===== src/hw/rtl/spm_pkg.sv =====
// ============================================================================
// spm_pkg: shared types and constants of the peak-to-peak sound level meter
// Field widths, register indexes, reset values and sequencer states.
// ============================================================================
package spm_pkg;

    // Fixed field widths.
    localparam int LEVEL_W    = 12;
    localparam int DB_W       = 7;
    localparam int CLASS_W    = 2;
    localparam int CFG_IDX_W  = 3;
    localparam int CFG_DATA_W = 12;

    // Configuration register indexes.
    localparam logic [CFG_IDX_W-1:0] REG_DB_SPAN_LEVEL       = 3'd0;
    localparam logic [CFG_IDX_W-1:0] REG_DB_FLOOR            = 3'd1;
    localparam logic [CFG_IDX_W-1:0] REG_DB_CEILING          = 3'd2;
    localparam logic [CFG_IDX_W-1:0] REG_REJECT_CODE         = 3'd3;
    localparam logic [CFG_IDX_W-1:0] REG_QUIET_LIMIT         = 3'd4;
    localparam logic [CFG_IDX_W-1:0] REG_NORMAL_LIMIT        = 3'd5;
    localparam logic [CFG_IDX_W-1:0] REG_LOUD_LIMIT          = 3'd6;
    localparam logic [CFG_IDX_W-1:0] REG_WINDOWS_PER_AVERAGE = 3'd7;

    // Configuration reset values.
    localparam logic [LEVEL_W-1:0] RST_DB_SPAN_LEVEL       = 12'd2000;
    localparam logic [DB_W-1:0]    RST_DB_FLOOR            = 7'd30;
    localparam logic [DB_W-1:0]    RST_DB_CEILING          = 7'd90;
    localparam logic [LEVEL_W-1:0] RST_REJECT_CODE         = 12'd4095;
    localparam logic [DB_W-1:0]    RST_QUIET_LIMIT         = 7'd40;
    localparam logic [DB_W-1:0]    RST_NORMAL_LIMIT        = 7'd60;
    localparam logic [DB_W-1:0]    RST_LOUD_LIMIT          = 7'd80;
    localparam logic [DB_W-1:0]    RST_WINDOWS_PER_AVERAGE = 7'd11;

    // Loudness class codes.
    localparam logic [CLASS_W-1:0] CLASS_QUIET     = 2'd0;
    localparam logic [CLASS_W-1:0] CLASS_NORMAL    = 2'd1;
    localparam logic [CLASS_W-1:0] CLASS_LOUD      = 2'd2;
    localparam logic [CLASS_W-1:0] CLASS_VERY_LOUD = 2'd3;

    // Window-end sequencer states.
    typedef enum logic [2:0] {
        ST_IDLE,
        ST_MULT,
        ST_DB_START,
        ST_DB_WAIT,
        ST_AVG_START,
        ST_AVG_WAIT,
        ST_DONE
    } spm_state_t;

endpackage


===== src/hw/rtl/spm_channels.sv =====
// ============================================================================
// spm_channels: valid/ready channels of the sound level meter
// One interface for the sample words and one for the result words.
// ============================================================================

interface spm_sample_if #(
    parameter int SAMPLE_BITS = 12
);
    logic                   valid;
    logic                   ready;
    logic [SAMPLE_BITS-1:0] adc_sample;
    logic                   window_end;

    modport source (output valid, output adc_sample, output window_end, input ready);
    modport sink   (input valid, input adc_sample, input window_end, output ready);
endinterface

interface spm_result_if;
    logic                          valid;
    logic                          ready;
    logic [spm_pkg::LEVEL_W-1:0]   peak_to_peak;
    logic [spm_pkg::DB_W-1:0]      level_db;
    logic [spm_pkg::CLASS_W-1:0]   loudness_class;
    logic [spm_pkg::LEVEL_W-1:0]   max_level;
    logic [spm_pkg::LEVEL_W-1:0]   avg_level;
    logic                          avg_updated;

    modport source (output valid, output peak_to_peak, output level_db,
                    output loudness_class, output max_level, output avg_level,
                    output avg_updated, input ready);
    modport sink   (input valid, input peak_to_peak, input level_db,
                    input loudness_class, input max_level, input avg_level,
                    input avg_updated, output ready);
endinterface


===== src/hw/rtl/spm_divider.sv =====
// ============================================================================
// spm_divider: shared restoring divider
// Produces one quotient bit per cycle; done pulses once the quotient is final.
// ============================================================================
module spm_divider #(
    parameter int DVD_W = 19,
    parameter int DIV_W = 12
) (
    input  logic             clk,
    input  logic             rst_n,
    input  logic             start,
    input  logic [DVD_W-1:0] dividend,
    input  logic [DIV_W-1:0] divisor,
    output logic             done,
    output logic [DVD_W-1:0] quotient
);

    localparam int STEP_W = $clog2(DVD_W + 1);

    logic [DIV_W-1:0]  rem_reg;
    logic [DVD_W-1:0]  quo_reg;
    logic [DIV_W-1:0]  dsr_reg;
    logic [STEP_W-1:0] step_reg;
    logic              busy_reg;
    logic              done_reg;

    logic [DIV_W:0]    shifted;
    logic              fits;
    logic [DIV_W:0]    diff;

    // One restoring step: shift in the next dividend bit and try to subtract.
    always_comb
    begin
        shifted = {rem_reg, quo_reg[DVD_W-1]};
        fits    = (shifted >= {1'b0, dsr_reg});
        diff    = shifted - {1'b0, dsr_reg};
    end

    // Control: step counter, busy flag and completion pulse.
    always_ff @(posedge clk or negedge rst_n)
    begin
        if (!rst_n)
        begin
            busy_reg <= 1'b0;
            done_reg <= 1'b0;
            step_reg <= '0;
        end
        else
        begin
            done_reg <= 1'b0;
            if (start)
            begin
                busy_reg <= 1'b1;
                step_reg <= STEP_W'(DVD_W);
            end
            else if (busy_reg)
            begin
                step_reg <= step_reg - 1'b1;
                if (step_reg == STEP_W'(1))
                begin
                    busy_reg <= 1'b0;
                    done_reg <= 1'b1;
                end
            end
        end
    end

    // Datapath: partial remainder and quotient shift register.
    always_ff @(posedge clk)
    begin
        if (start)
        begin
            rem_reg <= '0;
            quo_reg <= dividend;
            dsr_reg <= divisor;
        end
        else if (busy_reg)
        begin
            rem_reg <= fits ? diff[DIV_W-1:0] : shifted[DIV_W-1:0];
            quo_reg <= {quo_reg[DVD_W-2:0], fits};
        end
    end

    assign done     = done_reg;
    assign quotient = quo_reg;

endmodule


===== src/hw/rtl/sound_peak_to_peak_meter.sv =====
// ============================================================================
// sound_peak_to_peak_meter: windowed peak-to-peak sound level meter
//
//   Channel    Dir   Word contents
//   samples    in    adc_sample, window_end
//   results    out   peak_to_peak, level_db, loudness_class, max_level,
//                    avg_level, avg_updated
//   cfg_*      in    write enable, register index, write data (no handshake)
//
// Samples without window_end are taken while the sequencer is idle. A window
// end holds off input while the sequencer forms the range product, then runs
// the dB division and, if it closes an averaging block, the average division;
// the shared serial divider gives one quotient bit a cycle for each. Reset
// sets configuration, measurement state, sequencer and output valid at once;
// no clearing pass. A waiting result does not hold off further samples; only
// the next window end waits in ST_DONE until the output register is free.
// ============================================================================
module sound_peak_to_peak_meter #(
    parameter int SAMPLE_BITS     = 12,
    parameter int MAX_AVG_WINDOWS = 64
) (
    input  logic                             clk,
    input  logic                             rst_n,
    spm_sample_if.sink                       samples,
    spm_result_if.source                     results,
    input  logic                             cfg_we,
    input  logic [spm_pkg::CFG_IDX_W-1:0]    cfg_index,
    input  logic [spm_pkg::CFG_DATA_W-1:0]   cfg_data
);

    localparam int LEVEL_W = spm_pkg::LEVEL_W;
    localparam int DB_W    = spm_pkg::DB_W;
    localparam int CMP_W   = (SAMPLE_BITS > LEVEL_W) ? SAMPLE_BITS : LEVEL_W;
    localparam int CNT_W   = $clog2(MAX_AVG_WINDOWS + 1);
    localparam int SUM_W   = LEVEL_W + $clog2(MAX_AVG_WINDOWS);
    localparam int PROD_W  = LEVEL_W + DB_W;
    localparam int DVD_W   = (SUM_W > PROD_W) ? SUM_W : PROD_W;
    localparam int LEN_W   = (CNT_W > DB_W) ? CNT_W : DB_W;

    // Configuration registers.
    logic [LEVEL_W-1:0] span_reg;
    logic [DB_W-1:0]    floor_reg;
    logic [DB_W-1:0]    ceiling_reg;
    logic [LEVEL_W-1:0] reject_reg;
    logic [DB_W-1:0]    quiet_reg;
    logic [DB_W-1:0]    normal_reg;
    logic [DB_W-1:0]    loud_reg;
    logic [DB_W-1:0]    wpa_reg;

    // Measurement state.
    logic [SAMPLE_BITS-1:0] high_reg;
    logic [SAMPLE_BITS-1:0] low_reg;
    logic [LEVEL_W-1:0]     peak_reg;
    logic [SUM_W-1:0]       sum_reg;
    logic [CNT_W-1:0]       count_reg;
    logic [LEVEL_W-1:0]     avg_reg;

    // Window-end working registers.
    logic [LEVEL_W-1:0] level_reg;
    logic               avg_due_reg;
    logic [PROD_W-1:0]  prod_reg;
    logic [DB_W-1:0]    db_reg;

    // Output register.
    logic               out_valid_reg;
    logic [LEVEL_W-1:0] out_p2p_reg;
    logic [DB_W-1:0]    out_db_reg;
    logic [spm_pkg::CLASS_W-1:0] out_class_reg;
    logic [LEVEL_W-1:0] out_max_reg;
    logic [LEVEL_W-1:0] out_avg_reg;
    logic               out_upd_reg;

    spm_pkg::spm_state_t state_reg;
    spm_pkg::spm_state_t state_next;

    logic               in_ready;
    logic               div_start;
    logic               div_sel_avg;
    logic               out_load;
    logic               accept;

    logic               smp_ok;
    logic [SAMPLE_BITS-1:0] high_next;
    logic [SAMPLE_BITS-1:0] low_next;
    logic [CMP_W-1:0]   lvl_diff;
    logic [LEVEL_W-1:0] level_next;
    logic [CNT_W-1:0]   count_next;
    logic [LEN_W-1:0]   avg_len;
    logic               diff_neg;
    logic [DB_W-1:0]    diff_mag;
    logic [LEVEL_W-1:0] span_eff;
    logic [DVD_W-1:0]   div_dividend;
    logic [LEVEL_W-1:0] div_divisor;
    logic               div_done;
    logic [DVD_W-1:0]   div_quotient;
    logic [DB_W-1:0]    db_next;
    logic [spm_pkg::CLASS_W-1:0] class_next;

    assign accept = samples.valid && in_ready;

    // Sample qualification and window extremes including the current sample.
    always_comb
    begin
        smp_ok     = (CMP_W'(samples.adc_sample) < CMP_W'(reject_reg));
        high_next  = (smp_ok && (samples.adc_sample > high_reg)) ? samples.adc_sample
                                                                 : high_reg;
        low_next   = (smp_ok && (samples.adc_sample < low_reg)) ? samples.adc_sample
                                                                : low_reg;
        lvl_diff   = CMP_W'(high_next) - CMP_W'(low_next);
        level_next = (high_next >= low_next) ? lvl_diff[LEVEL_W-1:0] : '0;
        count_next = count_reg + 1'b1;
    end

    // Averaging block length: zero counts as one, capped at the maximum.
    always_comb
    begin
        if (wpa_reg == '0)
        begin
            avg_len = LEN_W'(1);
        end
        else if (LEN_W'(wpa_reg) > LEN_W'(MAX_AVG_WINDOWS))
        begin
            avg_len = LEN_W'(MAX_AVG_WINDOWS);
        end
        else
        begin
            avg_len = LEN_W'(wpa_reg);
        end
    end

    // dB scale terms: magnitude and sign of the range, and a nonzero span.
    always_comb
    begin
        diff_neg = (ceiling_reg < floor_reg);
        diff_mag = diff_neg ? (floor_reg - ceiling_reg) : (ceiling_reg - floor_reg);
        span_eff = (span_reg == '0) ? LEVEL_W'(1) : span_reg;
    end

    // Clamp of the scaled level. With a falling range any nonzero quotient
    // lands below the floor, and a zero quotient lands above the ceiling.
    always_comb
    begin
        if (diff_neg)
        begin
            db_next = (div_quotient == '0) ? ceiling_reg : floor_reg;
        end
        else if (div_quotient > DVD_W'(diff_mag))
        begin
            db_next = ceiling_reg;
        end
        else
        begin
            db_next = floor_reg + div_quotient[DB_W-1:0];
        end
    end

    // Loudness class, tested in order quiet, normal, loud.
    always_comb
    begin
        if (db_reg < quiet_reg)
        begin
            class_next = spm_pkg::CLASS_QUIET;
        end
        else if (db_reg < normal_reg)
        begin
            class_next = spm_pkg::CLASS_NORMAL;
        end
        else if (db_reg < loud_reg)
        begin
            class_next = spm_pkg::CLASS_LOUD;
        end
        else
        begin
            class_next = spm_pkg::CLASS_VERY_LOUD;
        end
    end

    // Sequencer next state.
    always_comb
    begin
        state_next = state_reg;
        case (state_reg)
            spm_pkg::ST_IDLE:
            begin
                if (accept && samples.window_end)
                begin
                    state_next = spm_pkg::ST_MULT;
                end
            end
            spm_pkg::ST_MULT:      state_next = spm_pkg::ST_DB_START;
            spm_pkg::ST_DB_START:  state_next = spm_pkg::ST_DB_WAIT;
            spm_pkg::ST_DB_WAIT:
            begin
                if (div_done)
                begin
                    state_next = avg_due_reg ? spm_pkg::ST_AVG_START : spm_pkg::ST_DONE;
                end
            end
            spm_pkg::ST_AVG_START: state_next = spm_pkg::ST_AVG_WAIT;
            spm_pkg::ST_AVG_WAIT:
            begin
                if (div_done)
                begin
                    state_next = spm_pkg::ST_DONE;
                end
            end
            spm_pkg::ST_DONE:
            begin
                if (!out_valid_reg || results.ready)
                begin
                    state_next = spm_pkg::ST_IDLE;
                end
            end
            default:               state_next = spm_pkg::ST_IDLE;
        endcase
    end

    // Sequencer outputs.
    always_comb
    begin
        in_ready    = 1'b0;
        div_start   = 1'b0;
        div_sel_avg = 1'b0;
        out_load    = 1'b0;
        case (state_reg)
            spm_pkg::ST_IDLE:      in_ready = 1'b1;
            spm_pkg::ST_DB_START:  div_start = 1'b1;
            spm_pkg::ST_AVG_START:
            begin
                div_start   = 1'b1;
                div_sel_avg = 1'b1;
            end
            spm_pkg::ST_DONE:      out_load = !out_valid_reg || results.ready;
            default:               in_ready = 1'b0;
        endcase
    end

    // Divider operand selection.
    always_comb
    begin
        div_dividend = div_sel_avg ? DVD_W'(sum_reg) : DVD_W'(prod_reg);
        div_divisor  = div_sel_avg ? LEVEL_W'(count_reg) : span_eff;
    end

    spm_divider #(
        .DVD_W (DVD_W),
        .DIV_W (LEVEL_W)
    ) u_divider (
        .clk      (clk),
        .rst_n    (rst_n),
        .start    (div_start),
        .dividend (div_dividend),
        .divisor  (div_divisor),
        .done     (div_done),
        .quotient (div_quotient)
    );

    // Sequencer state register.
    always_ff @(posedge clk or negedge rst_n)
    begin
        if (!rst_n)
        begin
            state_reg <= spm_pkg::ST_IDLE;
        end
        else
        begin
            state_reg <= state_next;
        end
    end

    // Configuration write port.
    always_ff @(posedge clk or negedge rst_n)
    begin
        if (!rst_n)
        begin
            span_reg    <= spm_pkg::RST_DB_SPAN_LEVEL;
            floor_reg   <= spm_pkg::RST_DB_FLOOR;
            ceiling_reg <= spm_pkg::RST_DB_CEILING;
            reject_reg  <= spm_pkg::RST_REJECT_CODE;
            quiet_reg   <= spm_pkg::RST_QUIET_LIMIT;
            normal_reg  <= spm_pkg::RST_NORMAL_LIMIT;
            loud_reg    <= spm_pkg::RST_LOUD_LIMIT;
            wpa_reg     <= spm_pkg::RST_WINDOWS_PER_AVERAGE;
        end
        else if (cfg_we)
        begin
            case (cfg_index)
                spm_pkg::REG_DB_SPAN_LEVEL:       span_reg    <= cfg_data[LEVEL_W-1:0];
                spm_pkg::REG_DB_FLOOR:            floor_reg   <= cfg_data[DB_W-1:0];
                spm_pkg::REG_DB_CEILING:          ceiling_reg <= cfg_data[DB_W-1:0];
                spm_pkg::REG_REJECT_CODE:         reject_reg  <= cfg_data[LEVEL_W-1:0];
                spm_pkg::REG_QUIET_LIMIT:         quiet_reg   <= cfg_data[DB_W-1:0];
                spm_pkg::REG_NORMAL_LIMIT:        normal_reg  <= cfg_data[DB_W-1:0];
                spm_pkg::REG_LOUD_LIMIT:          loud_reg    <= cfg_data[DB_W-1:0];
                spm_pkg::REG_WINDOWS_PER_AVERAGE: wpa_reg     <= cfg_data[DB_W-1:0];
                default:                          span_reg    <= span_reg;
            endcase
        end
    end

    // Window tracking, peak hold and block accumulation.
    always_ff @(posedge clk or negedge rst_n)
    begin
        if (!rst_n)
        begin
            high_reg    <= '0;
            low_reg     <= '1;
            peak_reg    <= '0;
            sum_reg     <= '0;
            count_reg   <= '0;
            avg_reg     <= '0;
            avg_due_reg <= 1'b0;
        end
        else
        begin
            if (accept)
            begin
                if (samples.window_end)
                begin
                    high_reg    <= '0;
                    low_reg     <= '1;
                    if (level_next > peak_reg)
                    begin
                        peak_reg <= level_next;
                    end
                    sum_reg     <= sum_reg + SUM_W'(level_next);
                    count_reg   <= count_next;
                    avg_due_reg <= (LEN_W'(count_next) >= avg_len);
                end
                else
                begin
                    high_reg <= high_next;
                    low_reg  <= low_next;
                end
            end
            // The divider has latched sum and count; the block restarts.
            if (div_start && div_sel_avg)
            begin
                sum_reg   <= '0;
                count_reg <= '0;
            end
            if ((state_reg == spm_pkg::ST_AVG_WAIT) && div_done)
            begin
                avg_reg <= div_quotient[LEVEL_W-1:0];
            end
        end
    end

    // Window-end datapath: level capture, range product and scaled dB.
    always_ff @(posedge clk)
    begin
        if (accept && samples.window_end)
        begin
            level_reg <= level_next;
        end
        if (state_reg == spm_pkg::ST_MULT)
        begin
            prod_reg <= PROD_W'(level_reg) * PROD_W'(diff_mag);
        end
        if ((state_reg == spm_pkg::ST_DB_WAIT) && div_done)
        begin
            db_reg <= db_next;
        end
    end

    // Output register: valid flag.
    always_ff @(posedge clk or negedge rst_n)
    begin
        if (!rst_n)
        begin
            out_valid_reg <= 1'b0;
        end
        else if (out_load)
        begin
            out_valid_reg <= 1'b1;
        end
        else if (results.ready)
        begin
            out_valid_reg <= 1'b0;
        end
    end

    // Output register: result word.
    always_ff @(posedge clk)
    begin
        if (out_load)
        begin
            out_p2p_reg   <= level_reg;
            out_db_reg    <= db_reg;
            out_class_reg <= class_next;
            out_max_reg   <= peak_reg;
            out_avg_reg   <= avg_reg;
            out_upd_reg   <= avg_due_reg;
        end
    end

    assign samples.ready          = in_ready;
    assign results.valid          = out_valid_reg;
    assign results.peak_to_peak   = out_p2p_reg;
    assign results.level_db       = out_db_reg;
    assign results.loudness_class = out_class_reg;
    assign results.max_level      = out_max_reg;
    assign results.avg_level      = out_avg_reg;
    assign results.avg_updated    = out_upd_reg;

endmodule

===== src/flat_wrapper.sv =====
// flat-port wrapper written by rule: the top's interface ports become plain ports
module sound_peak_to_peak_meter_flat 
#(
    parameter int SAMPLE_BITS     = 12,
    parameter int MAX_AVG_WINDOWS = 64
)
  (clk, rst_n, cfg_we, cfg_index, cfg_data, samples_valid, samples_adc_sample, samples_window_end, samples_ready, results_valid, results_peak_to_peak, results_level_db, results_loudness_class, results_max_level, results_avg_level, results_avg_updated, results_ready);
  spm_sample_if #(.SAMPLE_BITS(SAMPLE_BITS)) samples_i ();
  spm_result_if results_i ();
  input  logic clk;
  input  logic rst_n;
  input  logic cfg_we;
  input  logic [spm_pkg::CFG_IDX_W-1:0] cfg_index;
  input  logic [spm_pkg::CFG_DATA_W-1:0] cfg_data;
  input wire logic [$bits(samples_i.valid)-1:0] samples_valid;
  input wire logic [$bits(samples_i.adc_sample)-1:0] samples_adc_sample;
  input wire logic [$bits(samples_i.window_end)-1:0] samples_window_end;
  output wire logic [$bits(samples_i.ready)-1:0] samples_ready;
  output wire logic [$bits(results_i.valid)-1:0] results_valid;
  output wire logic [$bits(results_i.peak_to_peak)-1:0] results_peak_to_peak;
  output wire logic [$bits(results_i.level_db)-1:0] results_level_db;
  output wire logic [$bits(results_i.loudness_class)-1:0] results_loudness_class;
  output wire logic [$bits(results_i.max_level)-1:0] results_max_level;
  output wire logic [$bits(results_i.avg_level)-1:0] results_avg_level;
  output wire logic [$bits(results_i.avg_updated)-1:0] results_avg_updated;
  input wire logic [$bits(results_i.ready)-1:0] results_ready;
  assign samples_i.valid = samples_valid;
  assign samples_i.adc_sample = samples_adc_sample;
  assign samples_i.window_end = samples_window_end;
  assign samples_ready = samples_i.ready;
  assign results_valid = results_i.valid;
  assign results_peak_to_peak = results_i.peak_to_peak;
  assign results_level_db = results_i.level_db;
  assign results_loudness_class = results_i.loudness_class;
  assign results_max_level = results_i.max_level;
  assign results_avg_level = results_i.avg_level;
  assign results_avg_updated = results_i.avg_updated;
  assign results_i.ready = results_ready;
  sound_peak_to_peak_meter #(.SAMPLE_BITS(SAMPLE_BITS), .MAX_AVG_WINDOWS(MAX_AVG_WINDOWS)) u_core (.clk(clk), .rst_n(rst_n), .samples(samples_i), .results(results_i), .cfg_we(cfg_we), .cfg_index(cfg_index), .cfg_data(cfg_data));
endmodule

===== config.mk =====
export PLATFORM = sky130hd
export DESIGN_NAME = sound_peak_to_peak_meter_flat
export DESIGN_NICKNAME = d
export VERILOG_FILES = /design/src/hw/rtl/spm_pkg.sv /design/src/hw/rtl/spm_channels.sv /design/src/hw/rtl/spm_divider.sv /design/src/hw/rtl/sound_peak_to_peak_meter.sv /design/src/flat_wrapper.sv
export SDC_FILE = /design/constraint.sdc
export NUM_CORES = 1
export LEC_CHECK = 0
export BUFFER_PORTS_ARGS = -buffer_cell sky130_fd_sc_hd__buf_4
export CORE_ASPECT_RATIO = 0.7
export CORE_UTILIZATION = 63
export DETAILED_ROUTE_END_ITERATION = 6
export PLACE_DENSITY = 0.8
export SLEW_MARGIN = 25
export SYNTH_ARGS = -nofsm -noshare
export SYNTH_HDL_FRONTEND = slang
export SYNTH_HIERARCHICAL = 1
export SYNTH_SLANG_ARGS = --single-unit

===== constraint.sdc =====
create_clock -name clk -period 8.4 [get_ports clk]
set_clock_uncertainty 0.1 [all_clocks]
set_input_delay 2.52 -clock clk [delete_from_list [all_inputs] [get_ports clk]]
set_output_delay 2.52 -clock clk [all_outputs]
set_load 0.02 [all_outputs]

==> impl_metrics.env <==
export IMPL_status="completed"
export IMPL_start_util=0.650
export IMPL_wl_met2_um=19700
export IMPL_top_layer_used="met5"
export IMPL_worst_slew_pin_slew_ns=0.956
export IMPL_place_gp_congestion=0.978
export IMPL_htree_levels=1
export IMPL_ys_flop_type="edfxtp_1"
export IMPL_die_w_um=206
export IMPL_root_buffer="clkbuf_16"
export IMPL_max_freq_mhz=126
export IMPL_drt_total_wl_um=44100
export IMPL_m1WireLength_um=20500
export IMPL_synth_top_area_cell="edfxtp_1"
export IMPL_drc=0
export IMPL_cp_end_kind="register"
export IMPL_synth_top_area_share=0.188
export IMPL_crit_arrival_ns=8.30
export IMPL_dieArea_um2=29800
export IMPL_fp_row_count=51
export IMPL_synth_avg_cell_area_um2=10.3
export IMPL_ys_types=89
export IMPL_critical_path_cell_chain="buf_4, ha_1, nor2b_1, o211ai_1, a211oi_1, o41ai_1, or2_1, buf_4, mux2_2, ha_1, a21oi_1, o21ai_1, o21bai_1, a221oi_1, buf_4, nor2_1, ha_1, nand3_1, nor3_1, a221oi_1, a211oi_4, mux2_2"
export IMPL_postRouteAntennaNets=0
export IMPL_num_io_pins=81
export IMPL_hold_viol=0
export IMPL_critical_path_class="primary input to register"
export IMPL_grt_pass1_vias=13500
export IMPL_totalPowerFinal_mw=9.48
export IMPL_dr_wl_met3_um=3060
export IMPL_dr_first_iter_drc_count=1062
export IMPL_fill_cells=2045
export IMPL_io_buffers=80
export IMPL_cp_max_fo=12
export IMPL_p_per_area_nw_per_um2=464
export IMPL_yosys_top_cells_area="edfxtp_1 19%, dfrtp_1 14%, ha_1 12%"
export IMPL_finalCritPeriodShare=0.948
export IMPL_max_stage_delay_ns=0.63
export IMPL_num_vias=13600
export IMPL_cts_path_max_buffers=3
export IMPL_p_leak_nw=9.13
export IMPL_required_ns=8.74
export IMPL_clock_sinks=278
export IMPL_ys_seq_elements=278
export IMPL_grt_first_pass_wirelength_um=71200
export IMPL_core_area_um2=28200
export IMPL_crit_family="compound AO/OA/AOI/OAI gates"
export IMPL_clkLatencyLatePin_ns=0.56
export IMPL_synth_edf_count=115
export IMPL_drive_above_1_share=0.177
export IMPL_seq_area_frac_synth=0.411
export IMPL_max_slew_margin=0.362
export IMPL_yosys_warnings=6
export IMPL_postSynthNetCount=2037
export IMPL_syn2layout_area_growth_pct=11.3
export IMPL_layout_min_cycle_time_ns=7.97
export IMPL_cts_setup_buffers=0
export IMPL_max_vdd_ir_drop_uv=1100
export IMPL_firstDrtPassIters=5
export IMPL_async_reset_ff_frac=0.543
export IMPL_gr_total_overflow=0
export IMPL_rsz0062_at_grt="false"
export IMPL_min_delay_start="u_core/avg_reg[5]$_DFFE_PN0P_"
export IMPL_synth_common_cells="222 x nand2_1, 191 x inv_1, 173 x ha_1"
export IMPL_finalMaxSlewViolations=0
export IMPL_cp_startpoint="samples_adc_sample[1]"
export IMPL_hp_class="register to register"
export IMPL_setup_viol=0
export IMPL_critPathLaunchType="primary input"
export IMPL_crit_slowest_cell="a211oi_4"
export IMPL_synthesis_area_um2=18300
export IMPL_antenna_found_initial=1
export IMPL_synthCells=1776
export IMPL_setup_tns_ns=0
export IMPL_fin_nets=2118
export IMPL_grt_usage=0.306
export IMPL_clkTransAtPathRegs_ns=0.07
export IMPL_grt_max_degree=77
export IMPL_die_h_um=145
export IMPL_cts_tree="yes"
export IMPL_cts_inserted_buffers=29
export IMPL_hpwl_um=32700
export IMPL_cp_num_buf_inv=3
export IMPL_n_antenna_cell=0
export IMPL_avgViaCountPerCell=6.05
export IMPL_timing_rr_start="u_core/floor_reg[1]$_DFFE_PN1P_"
export IMPL_wire_per_inst_um=19.6
export IMPL_cap_viol_max_count=0
export IMPL_yosysMostFrequentCell="nand2_1"
stage by stage:
| step | instance area (µm²) | cells | util | hold WS, ns | setup WS, ns |
|---|---|---|---|---|---|
| floorplan | 18300 | 1776 | - | 0.319 | 0.554 |
| global placement | 19400 | 2197 | 0.687 | 0.329 | 0.0573 |
| detailed placement | 19400 | 2197 | 0.687 | 0.331 | -0.102 |
| CTS | 20400 | 2250 | 0.724 | 0.349 | 0.440 |
| global route | 20400 | 2250 | 0.724 | 0.358 | 0.0580 |
| finish | 20400 | 2250 | 0.724 | 0.347 | 0.434 |
what timing repair did:
action,4_1_cts,5_1_grt
setup endpoints to repair,0,4
resized for setup,0,1
hold buffers,0,0
area by class of cell:
type	instances	area, µm²	share of cell area
Multi-Input combinational cell	1251	9870	0.483
Sequential cell	278	7530	0.369
Clock buffer	35	821	0.0402
Timing Repair Buffer	105	796	0.0390
Inverter	192	721	0.0353
Tap cell	371	464	0.0227
Clock inverter	18	218	0.0107
layer usage:
layer  track usage  up-vias
met2         0.478      486
met3        0.0531       70
met1         0.448     6670
met4        0.0681        2
li1              -     6393
met5             0        -
placed cells by master (no fill, tap or decap), types with 11 or more instances in the layout:
| cell type | count |
|---|---|
| ha_1 | 173 |
| a211oi_1 | 18 |
| nor2b_1 | 29 |
| nand4_1 | 21 |
| mux2i_1 | 16 |
| inv_1 | 191 |
| a21oi_1 | 70 |
| edfxtp_1 | 115 |
| dfrtp_1 | 102 |
| nand2b_1 | 20 |
| o211ai_1 | 14 |
| nor3_1 | 34 |
| nand2_1 | 222 |
| o22a_1 | 12 |
| a22o_1 | 11 |
| o21ai_0 | 80 |
| a21o_1 | 28 |
| and2_1 | 41 |
| nand3_1 | 39 |
| clkbuf_16 | 31 |
| buf_4 | 103 |
| nor2_1 | 61 |
| xor2_1 | 21 |
| fa_1 | 55 |
| xnor2_1 | 29 |
| mux2_2 | 93 |
| o21a_1 | 21 |
| dfxtp_1 | 12 |
| dfstp_2 | 49 |
report_power, final:
part           switching (mW)  total [mW]  internal (mW)
combinational            3.61        6.21           2.59
sequential             0.0555        1.88           1.83
clock                   0.578        1.38          0.804
total                    4.25        9.48           5.23
kinds of logic (layout without fill, tap and decap cells):
family,count (synthesis),in the layout,synth area share
XOR/XNOR,50,50,0.0239
flip-flops,278,278,0.411
adder cells (fa/ha/maj),228,228,0.178
AND/OR/NAND/NOR,516,516,0.137
AO/OA/AOI/OAI,338,338,0.124
multiplexers,119,119,0.0726
buffers and inverters,247,350,0.0531
path summary, 6_finish.rpt:
| kind | slack, ns | to | depth (start not counted) |
|---|---|---|---|
| hold / removal | 0.35 | u_core/results.avg_level[5]$_DFFE_PP_ | 0 |
| setup / recovery | 0.43 | u_core/peak_reg[11]$_DFFE_PN0P_ | 22 |
| max in group asynchronous | 5.18 | u_core/count_reg[6]$_DFFE_PN0P_ | 2 |
| hold reg to reg | 0.35 | u_core/results.avg_level[5]$_DFFE_PP_ | 0 |
| setup reg to reg | 1.19 | u_core/prod_reg[17]$_DFFE_PP_ | 26 |
| min in group asynchronous | 1.84 | u_core/quiet_reg[6]$_DFFE_PN0P_ | 1 |
(Power assumes the default switching activity.)
